===== src/sv/fcc_pkg.sv =====
// Shared constants, types and helpers of the frustum cull classifier.
package fcc_pkg;

  // Number of frustum planes held in configuration.
  localparam int PLANE_COUNT = 6;
  localparam int PLANE_IDX_W = 3;

  // Fixed point: normals are Q1.14, distances are compared at scale 2^14.
  localparam int FIX_SHIFT  = 14;
  localparam int COORD_W    = 16;
  localparam int EXT_W      = 15;
  localparam int PROD_W     = 32;
  localparam int NABS_W     = 17;
  localparam int MARGIN_W   = EXT_W + NABS_W;
  localparam int DIST_W     = 37;
  localparam int PLANE_W    = 64;
  localparam int IN_DATA_W  = 64;
  localparam int OUT_DATA_W = 8;

  // Classification codes carried in the result.
  typedef enum logic [1:0] {
    CLASS_OUTSIDE    = 2'd0,
    CLASS_INTERSECTS = 2'd1,
    CLASS_INSIDE     = 2'd2
  } class_t;

  // Shape kinds carried in the input user field.
  typedef enum logic {
    OP_SPHERE = 1'b0,
    OP_CUBE   = 1'b1
  } op_t;

  // One plane register: nx, ny, nz in Q1.14 and d in world units.
  typedef struct packed {
    logic signed [15:0] d;
    logic signed [15:0] nz;
    logic signed [15:0] ny;
    logic signed [15:0] nx;
  } plane_t;

  // Load enables of the pipeline stages shared by every plane lane.
  typedef struct packed {
    logic a;
    logic b;
    logic c;
  } stage_en_t;

  // Magnitude of a Q1.14 component; the most negative code gives 2^15.
  function automatic logic [NABS_W-1:0] abs_norm(input logic signed [15:0] n);
    logic signed [NABS_W-1:0] wide;
    wide = NABS_W'(n);
    abs_norm = n[15] ? NABS_W'(-wide) : NABS_W'(wide);
  endfunction

endpackage


===== src/sv/fcc_plane_lane.sv =====
// One plane lane: distance of the shape to one plane and its two verdict flags.
module fcc_plane_lane (
  input  logic                                clk,
  input  fcc_pkg::stage_en_t                  en,
  input  fcc_pkg::plane_t                     plane,
  input  logic signed [fcc_pkg::COORD_W-1:0]  center_x,
  input  logic signed [fcc_pkg::COORD_W-1:0]  center_y,
  input  logic signed [fcc_pkg::COORD_W-1:0]  center_z,
  input  logic                                op_a,
  input  logic [fcc_pkg::EXT_W-1:0]           ext_a,
  output logic                                outside,
  output logic                                full
);

  logic signed [fcc_pkg::PROD_W-1:0]   prod_x;
  logic signed [fcc_pkg::PROD_W-1:0]   prod_y;
  logic signed [fcc_pkg::PROD_W-1:0]   prod_z;
  logic [fcc_pkg::NABS_W-1:0]          nsum;
  logic [fcc_pkg::NABS_W-1:0]          nsum_next;
  logic signed [fcc_pkg::DIST_W-1:0]   distance_next;
  logic signed [fcc_pkg::DIST_W-1:0]   distance;
  logic [fcc_pkg::MARGIN_W-1:0]        margin_next;
  logic [fcc_pkg::MARGIN_W-1:0]        margin;
  logic signed [fcc_pkg::DIST_W-1:0]   d_scaled;
  logic signed [fcc_pkg::DIST_W-1:0]   lo;
  logic signed [fcc_pkg::DIST_W-1:0]   hi;

  // Sum of the normal magnitudes: how far a cube corner reaches per unit half size.
  assign nsum_next = fcc_pkg::abs_norm(plane.nx) + fcc_pkg::abs_norm(plane.ny)
                   + fcc_pkg::abs_norm(plane.nz);

  // Stage A: the three products of normal and centre.
  always_ff @(posedge clk) begin
    if (en.a) begin
      prod_x <= plane.nx * center_x;
      prod_y <= plane.ny * center_y;
      prod_z <= plane.nz * center_z;
      nsum   <= nsum_next;
    end
  end

  // Stage B: signed distance of the centre and the margin of the shape.
  // The sphere margin is the scaled radius; the cube margin is the largest
  // reach of a corner along the normal, half size times the magnitude sum.
  assign d_scaled      = {{(fcc_pkg::DIST_W - 16 - fcc_pkg::FIX_SHIFT){plane.d[15]}},
                          plane.d, {fcc_pkg::FIX_SHIFT{1'b0}}};
  assign distance_next = fcc_pkg::DIST_W'(prod_x) + fcc_pkg::DIST_W'(prod_y)
                       + fcc_pkg::DIST_W'(prod_z) + d_scaled;
  assign margin_next = (op_a == fcc_pkg::OP_CUBE)
                     ? ext_a * nsum
                     : {{(fcc_pkg::MARGIN_W - fcc_pkg::EXT_W - fcc_pkg::FIX_SHIFT){1'b0}},
                        ext_a, {fcc_pkg::FIX_SHIFT{1'b0}}};

  always_ff @(posedge clk) begin
    if (en.b) begin
      distance <= distance_next;
      margin   <= margin_next;
    end
  end

  // Stage C: outside when even the far side of the shape is not above the
  // plane; fully in front when even the near side is above it.
  assign lo = distance + $signed({{(fcc_pkg::DIST_W - fcc_pkg::MARGIN_W){1'b0}}, margin});
  assign hi = distance - $signed({{(fcc_pkg::DIST_W - fcc_pkg::MARGIN_W){1'b0}}, margin});

  always_ff @(posedge clk) begin
    if (en.c) begin
      outside <= lo[fcc_pkg::DIST_W-1] || (lo == '0);
      full    <= !hi[fcc_pkg::DIST_W-1] && (hi != '0);
    end
  end

endmodule


===== config.mk =====
export PLATFORM = sky130hd
export DESIGN_NAME = fcc_plane_lane
export DESIGN_NICKNAME = d
export VERILOG_FILES = /design/src/sv/fcc_pkg.sv /design/src/sv/fcc_plane_lane.sv
export SDC_FILE = /design/constraint.sdc
export NUM_CORES = 2
export LEC_CHECK = 0
export CAP_MARGIN = 20
export CORE_UTILIZATION = 65
export DETAILED_ROUTE_END_ITERATION = 16
export DONT_BUFFER_PORTS = 1
export GPL_ROUTABILITY_DRIVEN = 0
export PLACE_DENSITY_LB_ADDON = 0.05
export SLEW_MARGIN = 10
export SYNTH_ARGS = -nofsm -noshare
export SYNTH_HDL_FRONTEND = slang
export SYNTH_SLANG_ARGS = --single-unit
export TNS_END_PERCENT = 30

===== constraint.sdc =====
create_clock -name clk -period 9.4 [get_ports clk]
set_input_delay 0.47 -clock clk [delete_from_list [all_inputs] [get_ports clk]]
set_output_delay 0.47 -clock clk [all_outputs]
set_load 0.005 [all_outputs]

=== Word level (Yosys, flattened, before mapping) ===
Cells that the tools add are included.

* Word-level logic and storage cells: 32
* Output and inout bits: 2
* Bits of input ports: 132
* Register bits: 184

* Multiplexer cells: 4
* $add $sub $neg: 10
* $mul: 4
* Reduce and logical (&&, ||, !) cells: 5

{| class="wikitable"
|+ Operators with widths
! kind !! count
|-
| 16-bit by 16-bit multiplier with 32-bit output || 3
|-
| 17-bit 2-to-1 mux || 3
|-
| 16-bit negation with 17-bit output || 3
|-
| 37-bit by 33-bit adder with 37-bit output || 1
|-
| 37-bit logical NOT || 1
|-
| 37-bit nonzero test || 1
|-
| 37-bit by 33-bit subtractor with 37-bit output || 1
|-
| 34-bit by 30-bit adder with 35-bit output || 1
|-
| 17-bit adder || 2
|-
| 33-bit by 32-bit adder with 34-bit output || 1
|-
| 32-bit by 32-bit adder with 33-bit output || 1
|-
| 15-bit by 17-bit multiplier with 32-bit output || 1
|-
| 29-bit 2-to-1 mux || 1
|-
| 1-bit logical AND || 1
|-
| 1-bit logical NOT || 1
|-
| 1-bit logical OR || 1
|}

=== Longest topological paths before layout ===
* Depth after elaboration: 4
* Depth in mapped cells: 26
* Mapped depth without buffers: 24

=== Worst setup path after synthesis ===
OpenSTA, ideal clock, no wires.

* Path kind: input to register
* From: input port plane[7] in the netlist's numbering
* To: register prod_x[31] in the netlist's numbering (data pin)
* Path buffers: 2
* Stages on the path: 25
* Arrival: 6.363 ns
* Required time: 9.140 ns
* Path slack: 2.777 ns
* Setup time: 0.260 ns
* Cells stage by stage: clkbuf_1 clkbuf_1 nand2_1 fa_1 inv_1 fa_1 inv_1 fa_1 inv_1 fa_1 fa_1 inv_1 fa_1 inv_1 ha_1 o211ai_1 nand2_1 and3_1 a211o_1 a21o_1 a221oi_2 o311a_1 a211oi_1 a211oi_2 xnor2_1

* Word-level cells in the longest chain between the ends: 1

{| class="wikitable"
|+ RTL lines
! element !! line !! text
|-
| from (decl) || fcc_plane_lane.sv:5 || <nowiki>input fcc_pkg::plane_t plane,</nowiki>
|-
| 16-bit by 16-bit multiplier with 32-bit output || fcc_plane_lane.sv:35 || <nowiki>prod_x <= plane.nx * center_x;</nowiki>
|-
| to (signal assigned) || fcc_plane_lane.sv:35 ||
|-
| to (decl) || fcc_plane_lane.sv:15 || <nowiki>logic signed [fcc_pkg::PROD_W-1:0] prod_x;</nowiki>
|}

Every way passes these cells.
A chain may end at the register's enable or synchronous reset.

=== Worst setup path in the final report ===
* From: register nsum[10] in the netlist's numbering
* To: register margin[26] in the netlist's numbering (data pin)

* Word-level cells in the longest chain between the ends: 2

{| class="wikitable"
|+ RTL lines
! element !! line !! text
|-
| from (decl) || fcc_plane_lane.sv:18 || <nowiki>logic [fcc_pkg::NABS_W-1:0] nsum;</nowiki>
|-
| from (signal assigned) || fcc_plane_lane.sv:38 || <nowiki>nsum <= nsum_next;</nowiki>
|-
| 15-bit by 17-bit multiplier with 32-bit output || fcc_plane_lane.sv:50 || <nowiki>? ext_a * nsum</nowiki>
|-
| 29-bit 2-to-1 mux || fcc_plane_lane.sv:50 ||
|-
| named net margin_next (one bit) || fcc_plane_lane.sv:22 || <nowiki>logic [fcc_pkg::MARGIN_W-1:0] margin_next;</nowiki>
|-
| to (signal assigned) || fcc_plane_lane.sv:57 || <nowiki>margin <= margin_next;</nowiki>
|-
| to (decl) || fcc_plane_lane.sv:23 || <nowiki>logic [fcc_pkg::MARGIN_W-1:0] margin;</nowiki>
|}

The timed path passes the listed nets, and every way through them passes these cells.

==> qor.yml <==
gr-total-overflow: 0
postRouteAntennaNets: 0
syn_inst: 5577
hp-class: "input port to flop"
grt_use_met1_pct: 43.4
synth.distinct_cells: 91
cts_buffer_depth: 2
dieWidth_um: 285
setup_viol: 0
synth_edf_count: 182
hold_violations: 0
cts_resized: 0
drv_cap: 0
final_layout_size_suffix_gt1_share_pct: 1.45
cp_max_fo: 15
synth.cell_area_sq_um: 52100
hold_buffers: 0
critPathKind: "flop to flop"
cp-start-kind: "flop"
min_to: "outside"
reg2regPathDepth: 23
max-slew-margin-rel_pct: 41.2
rows: 103
num_vias: 37400
cts_htree_levels: 4
synth_seq_cells: 182
syn2layout_area_growth_pct: 2.13
syn_nets: 7228
ys.flop_type: "edfxtp_1"
antenna_found_initial: 0
yosysSeqAreaShare_pct: 10.5
drc: 0
drt_iter0_markers: 2420
clock_skew_ns: 0.0183
start_util_pct: 65.8
synthArstFlopShare_pct: 0
dp_hpwl_mm: 106
met3_usage_pct: 5.34
final.period_utilization_pct: 74.5
r2r_end: "margin[26]"
rsz0062_at_grt: "false"
wl_per_cell_um: 19.9
rr_startpoint: "nsum[10]"
worstMarginPinSlew_ns: 0.869
final_nets: 7030
port_buffers: 0
min-delay-start: "en[0]"
grt.total_usage_pct: 33.1
min_period_ns: 7.01
yosysWarnings: 0
path_clk_slew_ns: 0.09
met2_usage_pct: 56.1
grt_start_max_net_pins: 114
grt_pass1_vias: 39900
postCtsSetupRepairBufs: 0
synthesis.area_per_instance_sq_um: 9.33
worstHoldPathCells: 0
clk_root_buffer_cell: "clkbuf_16"
ff2ff_setup_slack_ns: 2.39
cts_buffers: 17
fin_tns_setup_ns: 0
avgViaCountPerCell: 5.81
cts_tree: "yes"
status: "finished clean"
drt_pass1_iterations: 8
core_area_sq_um: 79100
clock_latency_ns: 0.48
cp-end-kind: "flop"
grt_busiest_layer: "met2"
die_h_um: 285
cp.required_ns: 9.64
grt_pass1_wl_mm: 210
num_io_pins: 134
arrival_ns: 7.25
clock_sinks: 182
drv_slew: 0
max_freq_ghz: 0.143
totalWireLength_mm: 128
n_antenna_cell: 0
dieArea_sq_um: 81200
[cell usage after synthesis, types with 11 or more instances]
| library cell | number | area [sq um] |
|---|---|---|
| nor3_1 | 68 | 340 |
| or4_1 | 11 | 82.6 |
| mux2_2 | 16 | 180 |
| o21bai_1 | 29 | 218 |
| nand2_1 | 587 | 2200 |
| nor2b_1 | 22 | 138 |
| a31oi_1 | 19 | 119 |
| xnor2_1 | 157 | 1380 |
| or3_1 | 18 | 113 |
| fa_1 | 1050 | 21000 |
| o41ai_1 | 11 | 96.3 |
| clkbuf_1 | 199 | 747 |
| inv_1 | 1202 | 4510 |
| a21o_1 | 64 | 480 |
| xor2_1 | 65 | 569 |
| and2_1 | 536 | 3350 |
| o31ai_1 | 24 | 180 |
| nand3_1 | 54 | 270 |
| nor4_1 | 14 | 87.6 |
| o2111ai_1 | 13 | 114 |
| nand2b_1 | 24 | 150 |
| o21a_1 | 14 | 105 |
| a221oi_1 | 13 | 114 |
| o211ai_1 | 23 | 173 |
| edfxtp_1 | 182 | 5470 |
| and3_1 | 13 | 81.3 |
| ha_1 | 469 | 5870 |
| a21oi_1 | 165 | 826 |
| nor2_1 | 187 | 702 |
| o21ai_0 | 104 | 521 |
| a211oi_1 | 29 | 218 |
| nand4_1 | 19 | 119 |
[through the flow]
stage | utilization (%) | hold WS (ns) | instances | setup WS, ns | cell area (sq um)
2_1_floorplan | - | 0.545 | 5577 | 2.78 | 52100
3_3_place_gp | 66.4 | 0.583 | 6410 | 2.54 | 52500
3_5_place_dp | 66.4 | 0.583 | 6410 | 2.49 | 52500
4_1_cts | 67.2 | 0.0619 | 6442 | 2.43 | 53200
5_1_grt | 67.2 | 0.0688 | 6442 | 2.03 | 53200
6_report | 67.2 | 0.0904 | 6442 | 2.39 | 53200
[sequential cells by signal (all words and copies together) (netlist names)]
name / flops
margin: 32
full: 1
nsum: 17
prod_x: 32
prod_y: 32
prod_z: 32
outside: 1
distance: 35
[worst max-delay path by stage]
| stage | to | cells past startpoint | startpoint |
|---|---|---|---|
| detailed placement | margin[31] | 23 | nsum[10] |
| floorplan | prod_x[31] | 25 | plane[7] |
| global placement | margin[31] | 23 | nsum[10] |
| CTS | margin[31] | 23 | nsum[10] |
| finish | margin[26] | 23 | nsum[10] |
| global route | margin[31] | 23 | nsum[10] |
[layout by cell type, fill, tap and decap left out, types with 7 or more instances in the layout]
cell type,count
nor2b_1,22
mux2i_1,10
a211oi_1,29
or3_1,18
o31ai_1,24
o21bai_1,29
o2111ai_1,13
o41ai_1,11
or4_1,11
a21oi_1,165
a221oi_1,13
mux2_2,16
and3_1,13
and2_1,536
nand2_1,587
nand4_1,19
inv_1,1202
nand3_1,54
o21a_1,14
or2_2,7
a2111oi_0,7
a211o_1,8
xnor2_1,157
o211ai_1,23
nor2_1,187
edfxtp_1,182
a31oi_1,19
o21ai_0,104
clkbuf_16,17
a21o_1,64
nand2b_1,24
ha_1,469
xor2_1,65
fa_1,1050
nor4_1,14
nor3_1,68
[metal layers]
layer	part of all wire [%]	routed length, um
met2	49	62900
met1	40	51300
met3	7.2	9300
met4	3.8	4840
met5	0	0
[cell type report]
type                       instances  area [sq um]
multi-input combinational       3969         41200
fill                            6568         26000
timing repair buffer               1          7.51
clock inverter                    15           209
clock buffer                      17           425
tap                             1050          1310
inverter                        1208          4530
sequential                       182          5470
[cells by family (layout without fill, tap and decap cells)]
group,Yosys count,after routing,share of synthesized area (%)
DFF,182,182,10.5
buffers and inverters,1426,1241,10.3
AOI/OAI and AO/OA,613,613,7.98
and+or+nand+nor,1589,1589,15.3
xor gates and xnor gates,222,222,3.74
muxes,26,26,0.538
adders and majority gates,1519,1519,51.7
[worst max-delay path, cell delays in order, from the launching register on]
cell      delay [ns]
edfxtp_1        0.63
and2_1          0.29
fa_1            0.53
inv_1           0.05
fa_1            0.53
inv_1           0.06
fa_1            0.50
inv_1           0.05
fa_1            0.53
inv_1           0.05
fa_1            0.47
inv_1           0.05
fa_1            0.47
inv_1           0.04
ha_1            0.29
o21a_1          0.13
and3_1          0.18
a21oi_1         0.19
o21ai_0         0.25
a311oi_1        0.59
o21ai_0         0.24
a211oi_1        0.28
nor2_1          0.07
mux2_2          0.27
Power is not shown: default switching activity piles up to over one toggle a cycle in this logic, so the estimate is an artifact.
